File: src/rtl/vpgc_pkg.sv
// Package for the planar VGA graphics controller: widths, register codes,
// configuration and command types, and the plane datapath functions.
// No dependencies.
package vpgc_pkg;

   // Video memory geometry
   localparam int PLANE_BYTES = 65536;
   localparam int ADDR_W      = $clog2(PLANE_BYTES);
   localparam int NUM_PLANES  = 4;
   localparam int BYTE_W      = 8;
   localparam int WORD_W      = NUM_PLANES * BYTE_W;

   // Configuration port widths and reset values
   localparam int CSR_INDEX_W = 3;
   localparam int CSR_DATA_W  = 8;
   localparam logic [BYTE_W-1:0] BIT_MASK_RESET = 8'hff;

   // Queue depths between the parts
   localparam int CMD_DEPTH   = 4;
   localparam int CMD_PTR_W   = $clog2(CMD_DEPTH);
   localparam int CMD_CNT_W   = $clog2(CMD_DEPTH + 1);
   localparam int RSP_DEPTH   = 2;
   localparam int RSP_PTR_W   = $clog2(RSP_DEPTH);
   localparam int RSP_CNT_W   = $clog2(RSP_DEPTH + 1);

   // Register indexes on the configuration port
   typedef enum logic [CSR_INDEX_W-1:0] {
      CSR_WRITE_MODE       = 3'd0,
      CSR_LOGIC_OP         = 3'd1,
      CSR_ROTATE_COUNT     = 3'd2,
      CSR_SET_RESET        = 3'd3,
      CSR_ENABLE_SET_RESET = 3'd4,
      CSR_BIT_MASK         = 3'd5,
      CSR_READ_PLANE       = 3'd6
   } csr_index_type;

   typedef enum logic [1:0] {
      OP_NONE = 2'd0,
      OP_AND  = 2'd1,
      OP_OR   = 2'd2,
      OP_XOR  = 2'd3
   } logic_op_type;

   typedef enum logic {
      WMODE_LOGIC = 1'b0,
      WMODE_LATCH = 1'b1
   } write_mode_type;

   typedef enum logic {
      REQ_READ  = 1'b0,
      REQ_WRITE = 1'b1
   } req_kind_type;

   typedef enum logic {
      BK_IDLE,
      BK_READ_WAIT
   } back_state_type;

   typedef struct packed {
      write_mode_type            write_mode;
      logic_op_type              logic_op;
      logic [2:0]                rotate_count;
      logic [NUM_PLANES-1:0]     set_reset;
      logic [NUM_PLANES-1:0]     enable_set_reset;
      logic [BYTE_W-1:0]         bit_mask;
      logic [1:0]                read_plane;
   } cfg_type;

   // Classified access; data is already rotated for mode 0
   typedef struct packed {
      req_kind_type              kind;
      logic [ADDR_W-1:0]         addr;
      logic [BYTE_W-1:0]         data;
   } cmd_type;

   // Rotate a byte right by n
   function automatic logic [BYTE_W-1:0] rotr8(input logic [BYTE_W-1:0] d,
                                               input logic [2:0] n);
      logic [2*BYTE_W-1:0] dbl;
      dbl = {d, d} >> n;
      return dbl[BYTE_W-1:0];
   endfunction

   // Byte of one plane out of a memory word
   function automatic logic [BYTE_W-1:0] plane_byte(input logic [WORD_W-1:0] w,
                                                    input logic [1:0] sel);
      logic [WORD_W-1:0] sh;
      sh = w >> {sel, 3'b000};
      return sh[BYTE_W-1:0];
   endfunction

   // Mode 0 write word: set/reset, logic op with the latch, bit mask
   function automatic logic [WORD_W-1:0] mode0_word(input logic [BYTE_W-1:0] rot,
                                                    input logic [WORD_W-1:0] latch,
                                                    input cfg_type cfg);
      logic [WORD_W-1:0] word;
      logic [BYTE_W-1:0] lat;
      logic [BYTE_W-1:0] d;
      word = '0;
      for (int i = 0; i < NUM_PLANES; i++) begin
         lat = latch[i*BYTE_W +: BYTE_W];
         d   = rot;
         if (cfg.enable_set_reset[i]) begin
            d = {BYTE_W{cfg.set_reset[i]}};
         end
         case (cfg.logic_op)
            OP_AND:  d = d & lat;
            OP_OR:   d = d | lat;
            OP_XOR:  d = d ^ lat;
            default: d = d;
         endcase
         word[i*BYTE_W +: BYTE_W] = (d & cfg.bit_mask) | (lat & ~cfg.bit_mask);
      end
      return word;
   endfunction

endpackage

File: src/rtl/vpgc_cmd_queue.sv
// Command queue between front and back end, a small register FIFO.
// Depends on vpgc_pkg.
module vpgc_cmd_queue (
   input  logic                clock,
   input  logic                reset,
   input  logic                q_push,
   input  vpgc_pkg::cmd_type   q_push_cmd,
   output logic                q_full,
   input  logic                q_pop,
   output vpgc_pkg::cmd_type   q_pop_cmd,
   output logic                q_empty
);
   import vpgc_pkg::*;

   cmd_type              entry_ff [CMD_DEPTH];
   logic [CMD_PTR_W-1:0] wr_ptr_ff, wr_ptr_in;
   logic [CMD_PTR_W-1:0] rd_ptr_ff, rd_ptr_in;
   logic [CMD_CNT_W-1:0] count_ff, count_in;
   logic                 do_push, do_pop;

   assign q_full    = (count_ff == CMD_CNT_W'(CMD_DEPTH));
   assign q_empty   = (count_ff == '0);
   assign q_pop_cmd = entry_ff[rd_ptr_ff];
   assign do_push   = q_push && !q_full;
   assign do_pop    = q_pop && !q_empty;

   // Pointer and fill count update
   always_comb begin
      wr_ptr_in = do_push ? wr_ptr_ff + 1'b1 : wr_ptr_ff;
      rd_ptr_in = do_pop  ? rd_ptr_ff + 1'b1 : rd_ptr_ff;
      count_in  = count_ff;
      if (do_push && !do_pop) begin
         count_in = count_ff + 1'b1;
      end else if (do_pop && !do_push) begin
         count_in = count_ff - 1'b1;
      end
   end

   always_ff @(posedge clock) begin
      if (reset) begin
         wr_ptr_ff <= '0;
         rd_ptr_ff <= '0;
         count_ff  <= '0;
      end else begin
         wr_ptr_ff <= wr_ptr_in;
         rd_ptr_ff <= rd_ptr_in;
         count_ff  <= count_in;
      end
   end

   // Payload storage
   always_ff @(posedge clock) begin
      if (do_push) begin
         entry_ff[wr_ptr_ff] <= q_push_cmd;
      end
   end

endmodule

File: config.mk
export PLATFORM = sky130hd
export DESIGN_NAME = vpgc_cmd_queue
export DESIGN_NICKNAME = d
export VERILOG_FILES = /design/src/rtl/vpgc_pkg.sv /design/src/rtl/vpgc_cmd_queue.sv
export SDC_FILE = /design/constraint.sdc
export NUM_CORES = 1
export LEC_CHECK = 0
export ABC_AREA = 1
export BUFFER_PORTS_ARGS = -buffer_cell sky130_fd_sc_hd__buf_2
export CAP_MARGIN = 40
export CORE_MARGIN = 1.5
export CORE_UTILIZATION = 50
export CTS_CLUSTER_SIZE = 24
export DETAILED_ROUTE_END_ITERATION = 8
export GPL_TIMING_DRIVEN = 1
export PLACE_DENSITY_LB_ADDON = 0.3
export SYNTH_ARGS = -nofsm -noshare
export SYNTH_HDL_FRONTEND = slang
export SYNTH_SLANG_ARGS = --single-unit
File: constraint.sdc
create_clock -name clock -period 4.8 [get_ports clock]
set_input_delay 0.48 -clock clock [delete_from_list [all_inputs] [get_ports clock]]
set_output_delay 0.48 -clock clock [all_outputs]
set_load 0.01 [all_outputs]
# == Yosys cells after proc, flatten, opt, wreduce, memory -nomap -nowiden ==
# Memories as Yosys holds them, arrays and structs flattened. A register that Yosys moved wholly into a read port is not among the register bits.
# Index checks and enable logic that the tools add are counted.
# totals
reg_bits,7
latch_bits,0
ram_bits,100
romBits,0
inputBits,29
out_inout_bits,27
elab_cells,25
memories,1
# classes
add_sub_neg,4
multipliers,0
div,0
order_cmp,0
eq_ne,1
n_shift,0
n_mux,6
bitwise_logic,0
reduce_logical,10
# mem_list
name,depth,word_bits,rd,rd_ports_with_merged_regs,wr,line_no,rtl
entry_ff,4,25,1,1,1,vpgc_cmd_queue.sv:15,cmd_type entry_ff [CMD_DEPTH];
# ops
op,n
2-to-1 mux 3 bit,2
adder 2 x 1 -> 2 bit (second input constant),2
logical AND 1 bit,4
logical NOT 1 bit,4
2-to-1 mux 2 bit,2
adder 3 x 1 -> 3 bit (second input constant),1
== test 3 bit (second input constant),1
logical NOT 3 bit,1
subtractor 3 x 1 -> 3 bit (second input constant),1
2-to-1 mux 1 bit,2
nonzero test 2 bit,1

# == Longest topological paths before layout ==
# logic_depth
word_depth,7
mapped_depth,13
depth_no_buf,13

# == Worst setup path before layout ==
# OpenSTA, ideal clock, no wires.
# synth_timing
path_kind,register -> register
startpoint,register count_ff[0]
endpoint,memory entry_ff[0][0] in the netlist's numbering (enable)
setup_time_ns,0.407
t_arrival_ns,1.686
t_required_ns,4.393
setup_slack_ns,2.707
stages_incl_launch_ff,5
n_path_buf,0
synth_period_minus_slack_ns,2.093
path_cell_list,dfxtp_1 -> nor2_2 -> nand2_2 -> nand2_2 -> nor2_1
# synth_between
elab_chain_len,5
# synth_lines
item,line_no,rtl
start: declaration,vpgc_cmd_queue.sv:18,"logic [CMD_CNT_W-1:0] count_ff, count_in;"
start signal: assignment,vpgc_cmd_queue.sv:47,count_ff <= count_in;
== test 3 bit,vpgc_cmd_queue.sv:21,assign q_full = (count_ff == CMD_CNT_W'(CMD_DEPTH));
logical NOT 1 bit,vpgc_cmd_queue.sv:24,assign do_push = q_push && !q_full;
logical AND 1 bit,vpgc_cmd_queue.sv:24,
2-to-1 mux 1 bit,vpgc_cmd_queue.sv:53,if (do_push) begin
2-to-1 mux 1 bit (not written as such),vpgc_cmd_queue.sv:54,entry_ff[wr_ptr_ff] <= q_push_cmd;
end: declaration,vpgc_cmd_queue.sv:15,
# Every way passes these cells.

==> metrics.txt <==
outcome finished, final reports clean; max cap viols 0; Post-Syn Area 4230 um^2; Arr. time, crit path about 2.2 ns; H-tree level count 3; Final Max Slew Viols 0; Final Power between 2 and 2.5 mW; fmax between 0.3 and 0.4 GHz; CTS tree done; remaining antenna violation count 0; core area 8220 um^2; slew margin rel. 0.418; post_cts resized 0; clk sink count 109; EDFF count, synth 100; Worst IR Drop VDD 0.327 mV; Post-CTS Setup Inserts 0; Initial DRC Count 120; slew of the pin with the lowest slew margin 0.871 ns; Inserted Diodes 0; Yosys top cell by area edfxtp_1; IO Pins 56; vias per cell 5.29; WL per Instance 15.9 um; crit path max fanout 26; Worst Reg2Reg Path Length in Cells 9; Crit path largest cell delay about 0.9 ns; DP Wirelength 4.41 mm; post-synthesis instance total 312; Synth warnings 0; clock skew 0.0126 ns; die area 9020 um^2; nets@finish 403; # rows 33; largest net degree at the start of global routing 51; initial antenna violation count 0; RePlAce Congestion about 0.7; Power Density 486 nW/um^2; Root Driver clkbuf_8; synth cell count leaders edfxtp_1, nor2_1, o21ai_0; number of global-route vias before repair about 2,500; Post-synth top flop edfxtp_1; Synth area leaders edfxtp_1, nor2_1, o21ai_0, dfxtp_1, o22ai_1; global-route wire length before repair 11.9 mm; Leak 1.72 nW; most frequent cell after synthesis edfxtp_1; Routed WL between 7 and 8 mm; CTS buffer count 9; critical path class reg -> out; Crit path required time roughly 4.3 ns; critical path launch point type flop; 1st-pass router iterations 4; setup repair after global routing missed its margin false; setup TNS 0 ns; worst reg2reg path endpoint count_ff[1]; CP max-delay cell dfxtp_1; Worst Hold Class in -> reg; Fin. Hold Viols 0; Synth async-reset ratio 0; Initial Util 0.515; Area Overhead vs Synth 12.3%; Synth Register Bits 109; crit share post-route 0.548; Crit. End Element output port; share of layout cells above drive strength 1 0.233; Clk Latency, worst-skew pair 0.36 ns; CTS Hold Bufs 0; vias about 2,500; worst reg2reg setup slack 2.91 ns; die width 95.0 um; reg2reg start count_ff[1]; setup violators final 0; Max clock buf depth 2; Critical Path Sink q_pop_cmd[20]; global route total overflow 0; Die Ht between 90 and 100 um; Remaining DRCs 0; Synth cell types 21; Tmin final 2.63 ns; top cell type's share of synthesized area 0.710; # fillers 668; critical path, cell by cell inv_2 -> o21ai_1 -> o22ai_1 -> buf_2; net count after synthesis 347; Seq/Total Area, Yosys 0.752; Buffers on Ports 55; total track usage 0.180; clock-pin transition on the worst setup and hold timing paths around 0.090 ns; syn avg cell area 13.6 um^2
## power by group
part / switching [mW] / total, mW / internal (mW)
Combinational: 0.386 / 0.613 / 0.226
Clock: 0.289 / 0.474 / 0.185
Sequential: 0.0671 / 1.22 / 1.16
## placed cells by master, fill, tap and decap left out
cell type   count
buf_16          1
clkinv_2        2
buf_4           4
nand2_2         4
xor2_1          1
a21oi_1         3
nand2_1        11
nand3_1         4
o22ai_1        25
clkinv_4        2
inv_1          15
nand3b_1        1
nor2_1         59
dfxtp_2         1
fa_1            1
clkbuf_8        9
o21ai_1         8
ha_1            5
inv_2           2
o21ai_0        43
dfxtp_1         8
nor2_2          5
clkinvlp_4      1
edfxtp_1      100
buf_2          55
clkinv_1        2
inv_4           1
## flip-flops by register name, indices dropped and copies added (netlist names), named ones only
name       flops
rd_ptr_ff      2
count_ff       3
entry_ff     100
wr_ptr_ff      2
## kinds of logic (layout without fill, tap and decap cells)
family,after synthesis,count (layout),synth area share
buffers and inverters,33,94,0.0455
AND/OR/NAND/NOR,84,84,0.0796
adder cells (fa/ha/maj),6,6,0.0195
XOR/XNOR,1,1,0.00207
flip-flops,109,109,0.752
AO/OA/AOI/OAI,79,79,0.101
## critical path, delay by kind of cell (launching register included)
family	cells	cell delay (ns)
buf+inv	2	0.56
flops	1	0.90
compound gates	2	0.32
## per-stage QoR
step / utilization / setup slack, ns / hold WS (ns) / cells / cell area [um^2]
5_1_grt: 0.578 / 1.93 / 0.311 / 478 / 4750
2_1_floorplan: - / 2.71 / 0.459 / 312 / 4230
6_report: 0.578 / 2.17 / 0.314 / 478 / 4750
3_5_place_dp: 0.558 / 2.52 / 0.493 / 462 / 4580
4_1_cts: 0.578 / 2.12 / 0.298 / 478 / 4750
3_3_place_gp: 0.554 / 2.44 / 0.486 / 461 / 4560
## per-layer routing
layer | part of all wire | wire length [um] | vias up | track usage
met5 | 0 | 0 | - | 0
met4 | 0.013 | 101 | 0 | 0.0883
met3 | 0.043 | 329 | 7 | 0.0274
met2 | 0.50 | 3820 | 56 | 0.298
met1 | 0.44 | 3330 | 1221 | 0.233
li1 | - | - | 1243 | -
## worst min path at each step
stage                               from               to  slack [ns]  depth (start not counted)
after detailed placement    rd_ptr_ff[1]     rd_ptr_ff[1]        0.49                          2
final                              reset             flop        0.31                          2
after global routing      q_push_cmd[21]  entry_ff[0][21]        0.31                          1
after global placement      rd_ptr_ff[0]             flop        0.49                          2
after CTS                          reset             flop        0.30                          2
after floorplan             rd_ptr_ff[1]             flop        0.46                          2
## final cells by class
cell class | count | area [um^2] | area share
Sequential cell | 109 | 3180 | 0.670
Timing Repair Buffer | 60 | 333 | 0.0701
Inverter | 18 | 70.1 | 0.0148
Clock buffer | 9 | 124 | 0.0261
Multi-Input combinational cell | 170 | 865 | 0.182
Tap cell | 105 | 131 | 0.0277
Clock inverter | 7 | 42.5 | 0.00896
(Power assumes the default switching activity.)
