==> src/rtl/vpgc_pkg.sv <==
// Package for the planar VGA graphics controller: widths, register codes,
// configuration and command types, and the plane datapath functions.
// No dependencies.
package vpgc_pkg;

   // Video memory geometry
   localparam int PLANE_BYTES = 65536;
   localparam int ADDR_W      = $clog2(PLANE_BYTES);
   localparam int NUM_PLANES  = 4;
   localparam int BYTE_W      = 8;
   localparam int WORD_W      = NUM_PLANES * BYTE_W;

   // Configuration port widths and reset values
   localparam int CSR_INDEX_W = 3;
   localparam int CSR_DATA_W  = 8;
   localparam logic [BYTE_W-1:0] BIT_MASK_RESET = 8'hff;

   // Queue depths between the parts
   localparam int CMD_DEPTH   = 4;
   localparam int CMD_PTR_W   = $clog2(CMD_DEPTH);
   localparam int CMD_CNT_W   = $clog2(CMD_DEPTH + 1);
   localparam int RSP_DEPTH   = 2;
   localparam int RSP_PTR_W   = $clog2(RSP_DEPTH);
   localparam int RSP_CNT_W   = $clog2(RSP_DEPTH + 1);

   // Register indexes on the configuration port
   typedef enum logic [CSR_INDEX_W-1:0] {
      CSR_WRITE_MODE       = 3'd0,
      CSR_LOGIC_OP         = 3'd1,
      CSR_ROTATE_COUNT     = 3'd2,
      CSR_SET_RESET        = 3'd3,
      CSR_ENABLE_SET_RESET = 3'd4,
      CSR_BIT_MASK         = 3'd5,
      CSR_READ_PLANE       = 3'd6
   } csr_index_type;

   typedef enum logic [1:0] {
      OP_NONE = 2'd0,
      OP_AND  = 2'd1,
      OP_OR   = 2'd2,
      OP_XOR  = 2'd3
   } logic_op_type;

   typedef enum logic {
      WMODE_LOGIC = 1'b0,
      WMODE_LATCH = 1'b1
   } write_mode_type;

   typedef enum logic {
      REQ_READ  = 1'b0,
      REQ_WRITE = 1'b1
   } req_kind_type;

   typedef enum logic {
      BK_IDLE,
      BK_READ_WAIT
   } back_state_type;

   typedef struct packed {
      write_mode_type            write_mode;
      logic_op_type              logic_op;
      logic [2:0]                rotate_count;
      logic [NUM_PLANES-1:0]     set_reset;
      logic [NUM_PLANES-1:0]     enable_set_reset;
      logic [BYTE_W-1:0]         bit_mask;
      logic [1:0]                read_plane;
   } cfg_type;

   // Classified access; data is already rotated for mode 0
   typedef struct packed {
      req_kind_type              kind;
      logic [ADDR_W-1:0]         addr;
      logic [BYTE_W-1:0]         data;
   } cmd_type;

   // Rotate a byte right by n
   function automatic logic [BYTE_W-1:0] rotr8(input logic [BYTE_W-1:0] d,
                                               input logic [2:0] n);
      logic [2*BYTE_W-1:0] dbl;
      dbl = {d, d} >> n;
      return dbl[BYTE_W-1:0];
   endfunction

   // Byte of one plane out of a memory word
   function automatic logic [BYTE_W-1:0] plane_byte(input logic [WORD_W-1:0] w,
                                                    input logic [1:0] sel);
      logic [WORD_W-1:0] sh;
      sh = w >> {sel, 3'b000};
      return sh[BYTE_W-1:0];
   endfunction

   // Mode 0 write word: set/reset, logic op with the latch, bit mask
   function automatic logic [WORD_W-1:0] mode0_word(input logic [BYTE_W-1:0] rot,
                                                    input logic [WORD_W-1:0] latch,
                                                    input cfg_type cfg);
      logic [WORD_W-1:0] word;
      logic [BYTE_W-1:0] lat;
      logic [BYTE_W-1:0] d;
      word = '0;
      for (int i = 0; i < NUM_PLANES; i++) begin
         lat = latch[i*BYTE_W +: BYTE_W];
         d   = rot;
         if (cfg.enable_set_reset[i]) begin
            d = {BYTE_W{cfg.set_reset[i]}};
         end
         case (cfg.logic_op)
            OP_AND:  d = d & lat;
            OP_OR:   d = d | lat;
            OP_XOR:  d = d ^ lat;
            default: d = d;
         endcase
         word[i*BYTE_W +: BYTE_W] = (d & cfg.bit_mask) | (lat & ~cfg.bit_mask);
      end
      return word;
   endfunction

endpackage

==> src/rtl/vpgc_front.sv <==
// Front end: takes request beats into an input stage, pre-rotates write data
// and hands classified commands to the command queue. Depends on vpgc_pkg.
module vpgc_front (
   input  logic                        clock,
   input  logic                        reset,
   input  logic                        push,
   output logic                        full,
   input  logic                        req_type,
   input  logic [15:0]                 req_address,
   input  logic [7:0]                  req_write_data,
   input  logic [2:0]                  rotate_count,
   output logic                        q_push,
   output vpgc_pkg::cmd_type           q_cmd,
   input  logic                        q_full
);
   import vpgc_pkg::*;

   logic    stage_valid_ff, stage_valid_in;
   cmd_type stage_cmd_ff, stage_cmd_in;
   logic    accept;
   logic    drain;

   // Stage drains whenever the queue has room
   assign drain  = stage_valid_ff && !q_full;
   assign full   = stage_valid_ff && q_full;
   assign accept = push && !full;
   assign q_push = drain;
   assign q_cmd  = stage_cmd_ff;

   // Classify the beat and rotate its data
   always_comb begin
      stage_valid_in = stage_valid_ff;
      stage_cmd_in   = stage_cmd_ff;
      if (drain) begin
         stage_valid_in = 1'b0;
      end
      if (accept) begin
         stage_valid_in    = 1'b1;
         stage_cmd_in.kind = req_type ? REQ_WRITE : REQ_READ;
         stage_cmd_in.addr = req_address[ADDR_W-1:0];
         stage_cmd_in.data = rotr8(req_write_data, rotate_count);
      end
   end

   always_ff @(posedge clock) begin
      if (reset) begin
         stage_valid_ff <= 1'b0;
      end else begin
         stage_valid_ff <= stage_valid_in;
      end
      stage_cmd_ff <= stage_cmd_in;
   end

endmodule

==> config.mk <==
export PLATFORM = sky130hd
export DESIGN_NAME = vpgc_front
export DESIGN_NICKNAME = d
export VERILOG_FILES = /design/src/rtl/vpgc_pkg.sv /design/src/rtl/vpgc_front.sv
export SDC_FILE = /design/constraint.sdc
export NUM_CORES = 1
export LEC_CHECK = 0
export ABC_CLOCK_PERIOD_IN_PS = 2110
export BUFFER_PORTS_ARGS = -buffer_cell sky130_fd_sc_hd__buf_2
export CAP_MARGIN = 20
export CORE_MARGIN = 3
export CORE_UTILIZATION = 39
export CTS_CLUSTER_DIAMETER = 100
export CTS_CLUSTER_SIZE = 24
export DETAILED_ROUTE_END_ITERATION = 6
export HOLD_SLACK_MARGIN = 0.1
export PLACE_DENSITY = 0.7
export SYNTH_ARGS = -nofsm -noshare
export SYNTH_HDL_FRONTEND = slang
export SYNTH_SLANG_ARGS = --single-unit
==> constraint.sdc <==
create_clock -name clock -period 2.11 [get_ports clock]
set_clock_uncertainty 0.05 [all_clocks]
set_input_delay 0.422 -clock clock [delete_from_list [all_inputs] [get_ports clock]]
set_output_delay 0.422 -clock clock [all_outputs]
set_load 0.1 [all_outputs]
# Word level (Yosys, flattened, before mapping)
# Index checks and enable logic that the tools add are counted.
# word_totals
out_inout_bits	27
wordCells	14
inputBits	32
reg_bits	26
# op_classes
n_reduce_logical	6
n_shift	1
n_mux	3
# op_table
op	count
right shift 16 x 3 -> 8 bit	1
logical AND 1 bit	3
two-way mux 1 bit	3
zero test 1 bit	2
nonzero test 2 bit	1

# Logic depth before layout (Yosys ltp)
# Gate-level depths: netlist of run 1.
# logic_depth
depth_word	4
ltp_mapped	3
mapped_depth_nobuf	2

# Least setup slack after synthesis of run 1
# Ideal clock, no wire load.
# synth_timing
path_kind	input to register
from	in q_full
to	reg stage_cmd_ff, in the netlist q_cmd[0] (enable)
n_path_buf	0
t_required_ps	1650
setup_ps	410
cell_stages	2
path_slack_ps	-564
arrival_ps	2214
path_cell_list	and2_1 > nor2b_1
# synth_between
elab_chain_cells	3
# synth_rtl
element	line	source
from (decl)	vpgc_front.sv:14	input logic q_full
logical AND 1 bit	vpgc_front.sv:25	assign full = stage_valid_ff && q_full;
zero test 1 bit	vpgc_front.sv:26	assign accept = push && !full;
logical AND 1 bit	vpgc_front.sv:26	
named net accept	vpgc_front.sv:20	logic accept;
to (signal assigned)	vpgc_front.sv:51	stage_cmd_ff <= stage_cmd_in;
to (decl)	vpgc_front.sv:19	cmd_type stage_cmd_ff, stage_cmd_in;
# The timed path passes the listed nets, and every way through them passes these cells.
# A chain may end at the register's enable or synchronous reset.

# Worst setup path in the final report of run 1
# layout_timing
from	reg stage_valid_ff
to	out full
# layout_between
elab_chain_cells	1
# layout_rtl
element	line	source
from (decl)	vpgc_front.sv:18	logic stage_valid_ff, stage_valid_in;
from (signal assigned)	vpgc_front.sv:49	stage_valid_ff <= stage_valid_in;
logical AND 1 bit	vpgc_front.sv:25	
to (decl)	vpgc_front.sv:7	output logic full,
# Every way passes these cells.

==> results of run 1 <==
-- registers in the layout (all words and copies together) (netlist names) --
name	count
stage_valid_ff	1
q_cmd	25
-- power groups by stage --
stage / Combinational (mW) / Sequential [mW] / Clock, mW
2_1_floorplan: 0.0829 / 0.872 / 0
3_3_place_gp: 0.393 / 0.629 / 0
3_5_place_dp: 0.398 / 0.630 / 0
4_1_cts: 0.399 / 0.618 / 0.246
5_1_grt: 0.410 / 0.621 / 0.272
6_report: 0.395 / 0.617 / 0.237
-- worst max-delay path: stages, from the launching register on --
cell     delay (ps)
dfxtp_1         360
and2_1          190
buf_2           440
-- cell usage in the layout (no fill, tap or decap) --
| master | instances |
|---|---|
| buf_2 | 58 |
| clkbuf_8 | 1 |
| mux2_2 | 8 |
| nor2b_4 | 1 |
| edfxtp_1 | 25 |
| buf_4 | 1 |
| mux4_1 | 8 |
| a21oi_1 | 1 |
| nor2_1 | 1 |
| and2_1 | 1 |
| dfxtp_1 | 1 |
| clkbuf_4 | 3 |
| nor2b_2 | 1 |
-- routing by layer --
| layer | vias to the layer above | share of wire (%) |
|---|---|---|
| li1 | 336 | - |
| met1 | 310 | 40 |
| met2 | 42 | 47 |
| met3 | 2 | 12 |
| met4 | 0 | 1.0 |
| met5 | - | 0 |
-- worst max-delay path by stage --
stage	end	slack (ps)	depth (start not counted)
floorplan	q_cmd[0]	160	2
global placement	q_cmd[0]	320	3
detailed placement	q_cmd[4]	290	3
CTS	full	330	2
global route	full	250	2
finish	full	340	2
-- per-stage QoR --
stage               power, mW  worst slack (ps)  cell area (um^2)
floorplan               0.955               162              1130
global route             1.30               248              1480
finish                   1.25               342              1480
global placement         1.02               315              1440
detailed placement       1.03               294              1440
CTS                      1.26               326              1480
-- kinds of logic after synthesis --
kind of cell           Yosys count  share of synthesized area (%)
buffers and inverters            3                           2.34
muxes                           16                           26.7
AOI/OAI and AO/OA                1                          0.445
and+or+nand+nor                  4                           2.00
DFF                             26                           68.5
-- layout make-up --
class	count	share of cell area [%]
flip-flops and latches	26	52.1
well taps	30	2.54
multi-input cells	21	22.8
clock buffers	4	2.45
repair buffers	59	20.1
==> results.json, run 1 <==
{
  "final-setup-viol-count": 0,
  "cp-end-kind": "output port",
  "min_period_ps": 1770,
  "drt_iter0_markers": 27,
  "p_clk_share_pct": 19.0,
  "grt_max_degree": 26,
  "io_pins": 59,
  "syn_inst": 50,
  "drv_slew": 0,
  "nNetsFinal": 143,
  "via_per_inst": 4.93,
  "syn_to_final_growth_pct": 31.6,
  "synth_area_mm2": 0.00112,
  "synth-edff-count": 25,
  "start_util_pct": 43.1,
  "switching_power_mw": 0.449,
  "avgSynthCellArea_um2": 22.5,
  "async_reset_ff_share_pct": 0,
  "finish.utilization_pct": 56.7,
  "finalSetupTns_ps": 0,
  "min_to": "stage_valid_ff",
  "drc_errors": 0,
  "synth_cell_types": 10,
  "clock_latency_ps": 300,
  "coreArea_mm2": 0.00261,
  "grt_pass1_wl_mm": 2.94,
  "syn-num-nets": 82,
  "cts.hold.buffers_added": 0,
  "hpwl_mm": 1.61,
  "dp.cells": 136,
  "drt_wl_total_mm": 2.06,
  "hold_depth": 2,
  "yosys.area.top_type_share_pct": 66.7,
  "rows": 18,
  "pwr-share-seq_pct": 49.4,
  "grt_use_met2_pct": 18.4,
  "powerDensity_mw_per_mm2": 844,
  "io_buffers": 58,
  "p_int_mw": 0.800,
  "postCtsSetupRepairBufs": 0,
  "die_h_um": 59.7,
  "hp-start": "reset",
  "cts_buffers": 3,
  "nFillCells": 222,
  "drive_above_1_share_pct": 66.4,
  "die_w_um": 59.7,
  "critPathKind": "reg2out",
  "ys_ff_latch": 26,
  "wl_per_cell_um": 14.7,
  "fmax_mhz": 566,
  "synthTopCellsByArea": "edfxtp_1 67%, mux4_1 19%, mux2_2 8.0%",
  "final_cells": 140,
  "p_leak_nw": 0.639,
  "first_pass_iters": 3,
  "maxSlewHeadroom_pct": 67.2,
  "cp.required_ps": 1640,
  "synth_top_area_cell": "edfxtp_1",
  "synth-seq-area-share_pct": 68.5,
  "cts_tree": "done",
  "multiInputGateArea_um2": 338,
  "gr-usage-all-layers_pct": 11.3,
  "htree_num_levels": 1,
  "hold_slack_ps": 201,
  "grt_pass1_vias": 653,
  "cts.sinks": 26,
  "r2r_start": "stage_valid_ff",
  "antenna_left": 0,
  "critPathLaunch": "stage_valid_ff",
  "cts.path.max_buffers": 2,
  "grt-ovfl-total": 0,
  "grt-busiest-layer": "met2",
  "cts-root-buf": "clkbuf_4",
  "worstPathArrival_ps": 1300,
  "synthMostInstantiatedCell": "edfxtp_1",
  "tightestPinTransition_ps": 496,
  "use_met3_pct": 2.81,
  "ys.flop_type": "edfxtp_1",
  "rrSetupSlack_ps": 830,
  "gr-usage-met1_pct": 13.8,
  "status": "finished, final reports clean",
  "hold_viol_final": 0,
  "combPwrFrac_pct": 31.6,
  "switching_share_pct": 36.0,
  "cts-resized-gates": 0,
  "reg2regPathDepth": 3,
  "ys_top_cells_by_count": "25 x edfxtp_1, 8 x mux2_2, 8 x mux4_1",
  "cts.clk_slew.worst_paths_ps": 130,
  "die_area_mm2": 0.00356,
  "start_kind": "register",
  "hold_path_class": "in2reg",
  "vias": 690,
  "finalCritPeriodShare_pct": 83.8,
  "antenna_found_initial": 0,
  "synth_warnings": 0,
  "gp_congestion": 0.779,
  "seqCellArea_um2": 771,
  "r2r-end": "q_cmd[10]",
  "diodes": 0,
  "drv_cap": 0,
  "rsz0062_at_grt": "no",
  "vdd_drop_max_v": 0.000522,
  "path_max_fanout": 3
}
Power figures use the tool's default switching activity.
==> run 2: changes to the inputs <==
- ABC_AREA: unset -> 1
- ABC_CLOCK_PERIOD_IN_PS: 2110 -> 1600
- PLACE_DENSITY: 0.7 -> 0.69
- clock period: 2.11 -> 1.6 ns (I/O delays scaled with it)
==> results.json, run 2 <==
{
  "status": "finished, final reports clean",
  "first_pass_iters": 4,
  "synthMostInstantiatedCell": "nand3_1",
  "gr-usage-all-layers_pct": 13.2,
  "cts.clk_slew.worst_paths_ps": 130,
  "htree_num_levels": 1,
  "hold_slack_ps": 131,
  "drv_slew": 0,
  "hold_path_class": "in2reg",
  "powerDensity_mw_per_mm2": 1050,
  "critPathSlowestCell": "buf_2",
  "io_pins": 59,
  "final_cell_mix": "56 x buf_2, 28 x nand3_1, 25 x edfxtp_1, 17 x nand2_1, 8 x nand2_2",
  "yosys.area.top_type_share_pct": 66.2,
  "clock_latency_ps": 300,
  "worst_path_largest_cell_delay_ps": 430,
  "drt_wl_total_mm": 2.28,
  "async_reset_ff_share_pct": 0,
  "cts.sinks": 26,
  "synthSimpleGateAreaFrac_pct": 26.6,
  "min_period_ps": 1470,
  "final_common_cell": "buf_2",
  "synth_warnings": 0,
  "fmax_mhz": 682,
  "cp-end-kind": "output port",
  "cts-root-buf": "clkbuf_4",
  "largest_register_ffs": 25,
  "p_leak_nw": 0.710,
  "synth_xor_area_share_pct": 0,
  "diodes": 0,
  "cp_cell_sequence": "buf_2",
  "start_util_pct": 43.4,
  "rows": 18,
  "synth-edff-count": 25,
  "hold_viol_final": 0,
  "path_max_fanout": 1,
  "gp_congestion": 0.805,
  "ys_top_cells_by_count": "28 x nand3_1, 25 x edfxtp_1, 17 x nand2_1",
  "die_area_mm2": 0.00359,
  "die_w_um": 59.9,
  "final-setup-viol-count": 0,
  "cpLargestDelayFamily": "buffers and inverters",
  "vias": 908,
  "stdcell_area_mm2": 0.00154,
  "maxSlewHeadroom_pct": 67.3,
  "drv_cap": 0,
  "rsz0062_at_grt": "no",
  "avgSynthCellArea_um2": 11.9,
  "syn-num-nets": 127,
  "ys_ff_latch": 26,
  "antenna_left": 0,
  "tightestPinTransition_ps": 494,
  "syn_inst": 95,
  "via_per_inst": 4.86,
  "grt_max_degree": 26,
  "synth_cell_types": 13,
  "drc_errors": 0,
  "start_kind": "register",
  "coreArea_mm2": 0.00261,
  "critPathKind": "reg2out",
  "nFillCells": 225,
  "synth_top_family_by_area": "simple AND/OR/NAND/NOR gates",
  "die_h_um": 59.9,
  "ys.flop_type": "edfxtp_1",
  "cp.required_ps": 1230,
  "synth-compound-area-share_pct": 0.441,
  "synth_top_area_cell": "edfxtp_1",
  "cts_buffers": 3,
  "p_total_mw": 1.62,
  "finalSetupTns_ps": 0,
  "hpwl_mm": 1.86,
  "wl_per_cell_um": 12.2,
  "io_buffers": 58,
  "drive_above_1_share_pct": 49.7,
  "vdd_drop_max_v": 0.000731,
  "antenna_found_initial": 0,
  "synthTopCellsByArea": "edfxtp_1 66%, nand3_1 12%, nand2_1 5.6%",
  "cts.path.max_buffers": 2,
  "critPathBufInv": 1,
  "synth_area_mm2": 0.00113,
  "nNetsFinal": 190,
  "synth-seq-area-share_pct": 67.9,
  "grt-ovfl-total": 0,
  "grt_pass1_vias": 884,
  "syn_to_final_growth_pct": 35.8,
  "grt_pass1_wl_mm": 3.64,
  "worstPathArrival_ps": 1100,
  "finalCritPeriodShare_pct": 91.7,
  "placed_area_mm2": 0.00150,
  "muxShareOfSynthArea_pct": 0,
  "postCtsSetupRepairBufs": 0,
  "drt_iter0_markers": 29,
  "synthAdderAreaFrac_pct": 0,
  "cts_tree": "done"
}
run 2: changes by cell type in the layout (fill, tap and decap cells not counted), moves of 2 or more:
cell	change
dlygate4sd3_1	+2
nand2_1	+17
nand2_2	+8
inv_1	+4
buf_12	+3
buf_2	-2
mux2_2	-8
mux4_1	-8
nand3_1	+28
nand3_2	+4
run 2: layer usage:
metal | part of all wire (%) | routed length, um | vias up | track usage (%)
li1 | - | - | 459 | -
met1 | 40 | 918 | 397 | 15.2
met2 | 47 | 1080 | 50 | 23.5
met3 | 11 | 257 | 2 | 2.59
met4 | 0.92 | 21 | 0 | 5.70
met5 | 0 | 0 | - | 0
run 2: timing repair:
item | CTS | global route
resized for setup | 0 | 0
hold buffers | 1 | 1
endpoints found under the hold margin | 1 | 1
run 2: cell type report:
cell class	count	area (um^2)	share of cell area, %
Tap cell	30	37.5	2.44
Sequential cell	26	771	50.0
Inverter	6	30.0	1.95
Multi-Input combinational cell	60	317	20.5
Clock buffer	4	26.3	1.70
Timing Repair Buffer	61	360	23.4
run 2: path summary, 6_finish.rpt:
path / startpoint / to / slack, ps / cells after the start
hold reg to reg: stage_valid_ff / stage_valid_ff / 430 / 2
setup reg to reg: stage_valid_ff / q_cmd[13] / 470 / 4
setup / recovery: q_cmd[4] / q_cmd[4] / 130 / 1
hold / removal: req_address[8] / q_cmd[16] / 130 / 1
run 2: power by group:
| group | internal [mW] | switching, mW | total (mW) | leakage (nW) |
|---|---|---|---|---|
| clock network | 0.0971 | 0.168 | 0.265 | 0.0150 |
| logic | 0.106 | 0.437 | 0.543 | 0.444 |
| registers | 0.801 | 0.00919 | 0.810 | 0.251 |
| total | 1.00 | 0.614 | 1.62 | 0.710 |
run 2: cells by family (layout without fill, tap and decap cells):
logic type / count (synthesis) / after routing
simple gates: 59 / 59
flops: 26 / 26
buf+inv: 9 / 71
compound gates: 1 / 1
run 2: per-stage QoR:
| step | util (%) | std cells | setup WS [ps] |
|---|---|---|---|
| final | 59.0 | 187 | 133 |
| after global routing | 59.0 | 187 | 71.2 |
| after CTS | 58.6 | 186 | 103 |
| after detailed placement | 57.2 | 181 | 338 |
| after global placement | 57.2 | 181 | 358 |
| after floorplan | - | 95 | -182 |
==> run 3: changes to the inputs <==
- ABC_CLOCK_PERIOD_IN_PS: 1600 -> 1500
- CORE_UTILIZATION: 39 -> 44
- PLACE_DENSITY: 0.69 -> 0.74
- REMOVE_ABC_BUFFERS: unset -> 1
- clock period: 1.6 -> 1.5 ns (I/O delays scaled with it)
==> results.json, run 3 (synthesized netlist as in run 2, its figures left out) <==
{
  "status": "finished, final reports clean",
  "worst_path_largest_cell_delay_ps": 430,
  "maxSlewHeadroom_pct": 66.7,
  "hpwl_mm": 2.14,
  "cp-end-kind": "output port",
  "tightestPinTransition_ps": 503,
  "cts_buffers": 3,
  "diodes": 0,
  "die_area_mm2": 0.00322,
  "drt_wl_total_mm": 3.08,
  "hold_viol_final": 0,
  "via_per_inst": 5.08,
  "final-setup-viol-count": 0,
  "start_kind": "register",
  "place_ws_ps": 155,
  "grt-busiest-layer": "met2",
  "finalSetupTns_ps": 0,
  "io_pins": 59,
  "nFillCells": 160,
  "gp_congestion": 0.884,
  "critPathSlowestCell": "buf_2",
  "cts.path.max_buffers": 2,
  "first_pass_iters": 4,
  "path_max_fanout": 1,
  "start_util_pct": 48.9,
  "use_met3_pct": 3.22,
  "drv_slew": 0,
  "wl_per_cell_um": 15.3,
  "drc_errors": 0,
  "cts_tree": "done",
  "htree_num_levels": 1,
  "gr-usage-all-layers_pct": 18.9,
  "layout_setup_ws_ps": 33.6,
  "antenna_found_initial": 0,
  "placed_area_mm2": 0.00149,
  "antenna_left": 0,
  "finalCritPeriodShare_pct": 97.8,
  "coreArea_mm2": 0.00232,
  "io_buffers": 58,
  "die_h_um": 56.8,
  "p_leak_nw": 0.784,
  "cts.clk_slew.worst_paths_ps": 140,
  "grt_use_met2_pct": 35.6,
  "grt_max_degree": 24,
  "final_common_cell": "buf_2",
  "vdd_drop_max_v": 0.000767,
  "postCtsSetupRepairBufs": 0,
  "fmax_mhz": 682,
  "min_period_ps": 1470,
  "cpLargestDelayFamily": "buffers and inverters",
  "largest_register_ffs": 25,
  "p_total_mw": 1.84,
  "drive_above_1_share_pct": 46.2,
  "nNetsFinal": 206,
  "cp.required_ps": 1150,
  "clock_latency_ps": 320,
  "grt_pass1_wl_mm": 4.57,
  "critPathBufInv": 1,
  "die_w_um": 56.8,
  "grt_pass1_vias": 956,
  "powerDensity_mw_per_mm2": 1070,
  "cts.sinks": 26,
  "critPathKind": "reg2out",
  "cts-root-buf": "clkbuf_4",
  "hold_path_class": "in2reg",
  "rows": 17,
  "stdcell_area_mm2": 0.00172,
  "syn_to_final_growth_pct": 51.5,
  "gr-usage-met1_pct": 20.8,
  "cp_cell_sequence": "buf_2",
  "vias": 1021,
  "grt-ovfl-total": 0,
  "drt_iter0_markers": 38,
  "worstPathArrival_ps": 1120,
  "drv_cap": 0,
  "final_cell_mix": "50 x buf_2, 28 x nand3_1, 25 x edfxtp_1, 18 x dlygate4sd3_1, 17 x nand2_1"
}
-- run 3: path summary, 6_finish.rpt --
kind | startpoint | end | slack [ps] | cells past startpoint
worst max-delay path | q_cmd[20] | q_cmd[20] | 30 | 1
worst min-delay path | push | stage_valid_ff | 210 | 3
worst max register to register | stage_valid_ff | q_cmd[7] | 260 | 4
worst min register to register | stage_valid_ff | stage_valid_ff | 480 | 2
-- run 3: routing by layer --
| metal | up-vias | wire [um] |
|---|---|---|
| met4 | 0 | 22 |
| met2 | 46 | 1680 |
| li1 | 495 | - |
| met5 | - | 0 |
| met3 | 4 | 203 |
| met1 | 476 | 1180 |
-- run 3: area by class of cell --
| type | instances | area (um^2) | share of cell area (%) |
|---|---|---|---|
| Inverter | 6 | 30.0 | 1.75 |
| Timing Repair Buffer | 77 | 536 | 31.1 |
| Sequential cell | 26 | 771 | 44.8 |
| Tap cell | 28 | 35.0 | 2.04 |
| Clock buffer | 4 | 36.3 | 2.11 |
| Multi-Input combinational cell | 60 | 312 | 18.1 |
-- run 3: what timing repair did --
action / in CTS / in global routing
resized for setup: 1 / 7
hold buffers: 16 / 2
endpoints found under the setup margin: 1 / 7
hold endpoints to repair: 16 / 2
-- run 3: power by group --
part           internal (mW)  switching (mW)
Combinational          0.145           0.480
Clock                  0.148           0.200
Sequential             0.855          0.0134
-- run 3: through the flow --
step | util [%] | instances | hold slack (ps)
after CTS | 72.6 | 199 | 102
after global routing | 74.2 | 201 | 197
final | 74.2 | 201 | 206
after global placement | 64.1 | 179 | 411
after detailed placement | 64.1 | 179 | 409
after floorplan | - | 92 | 319
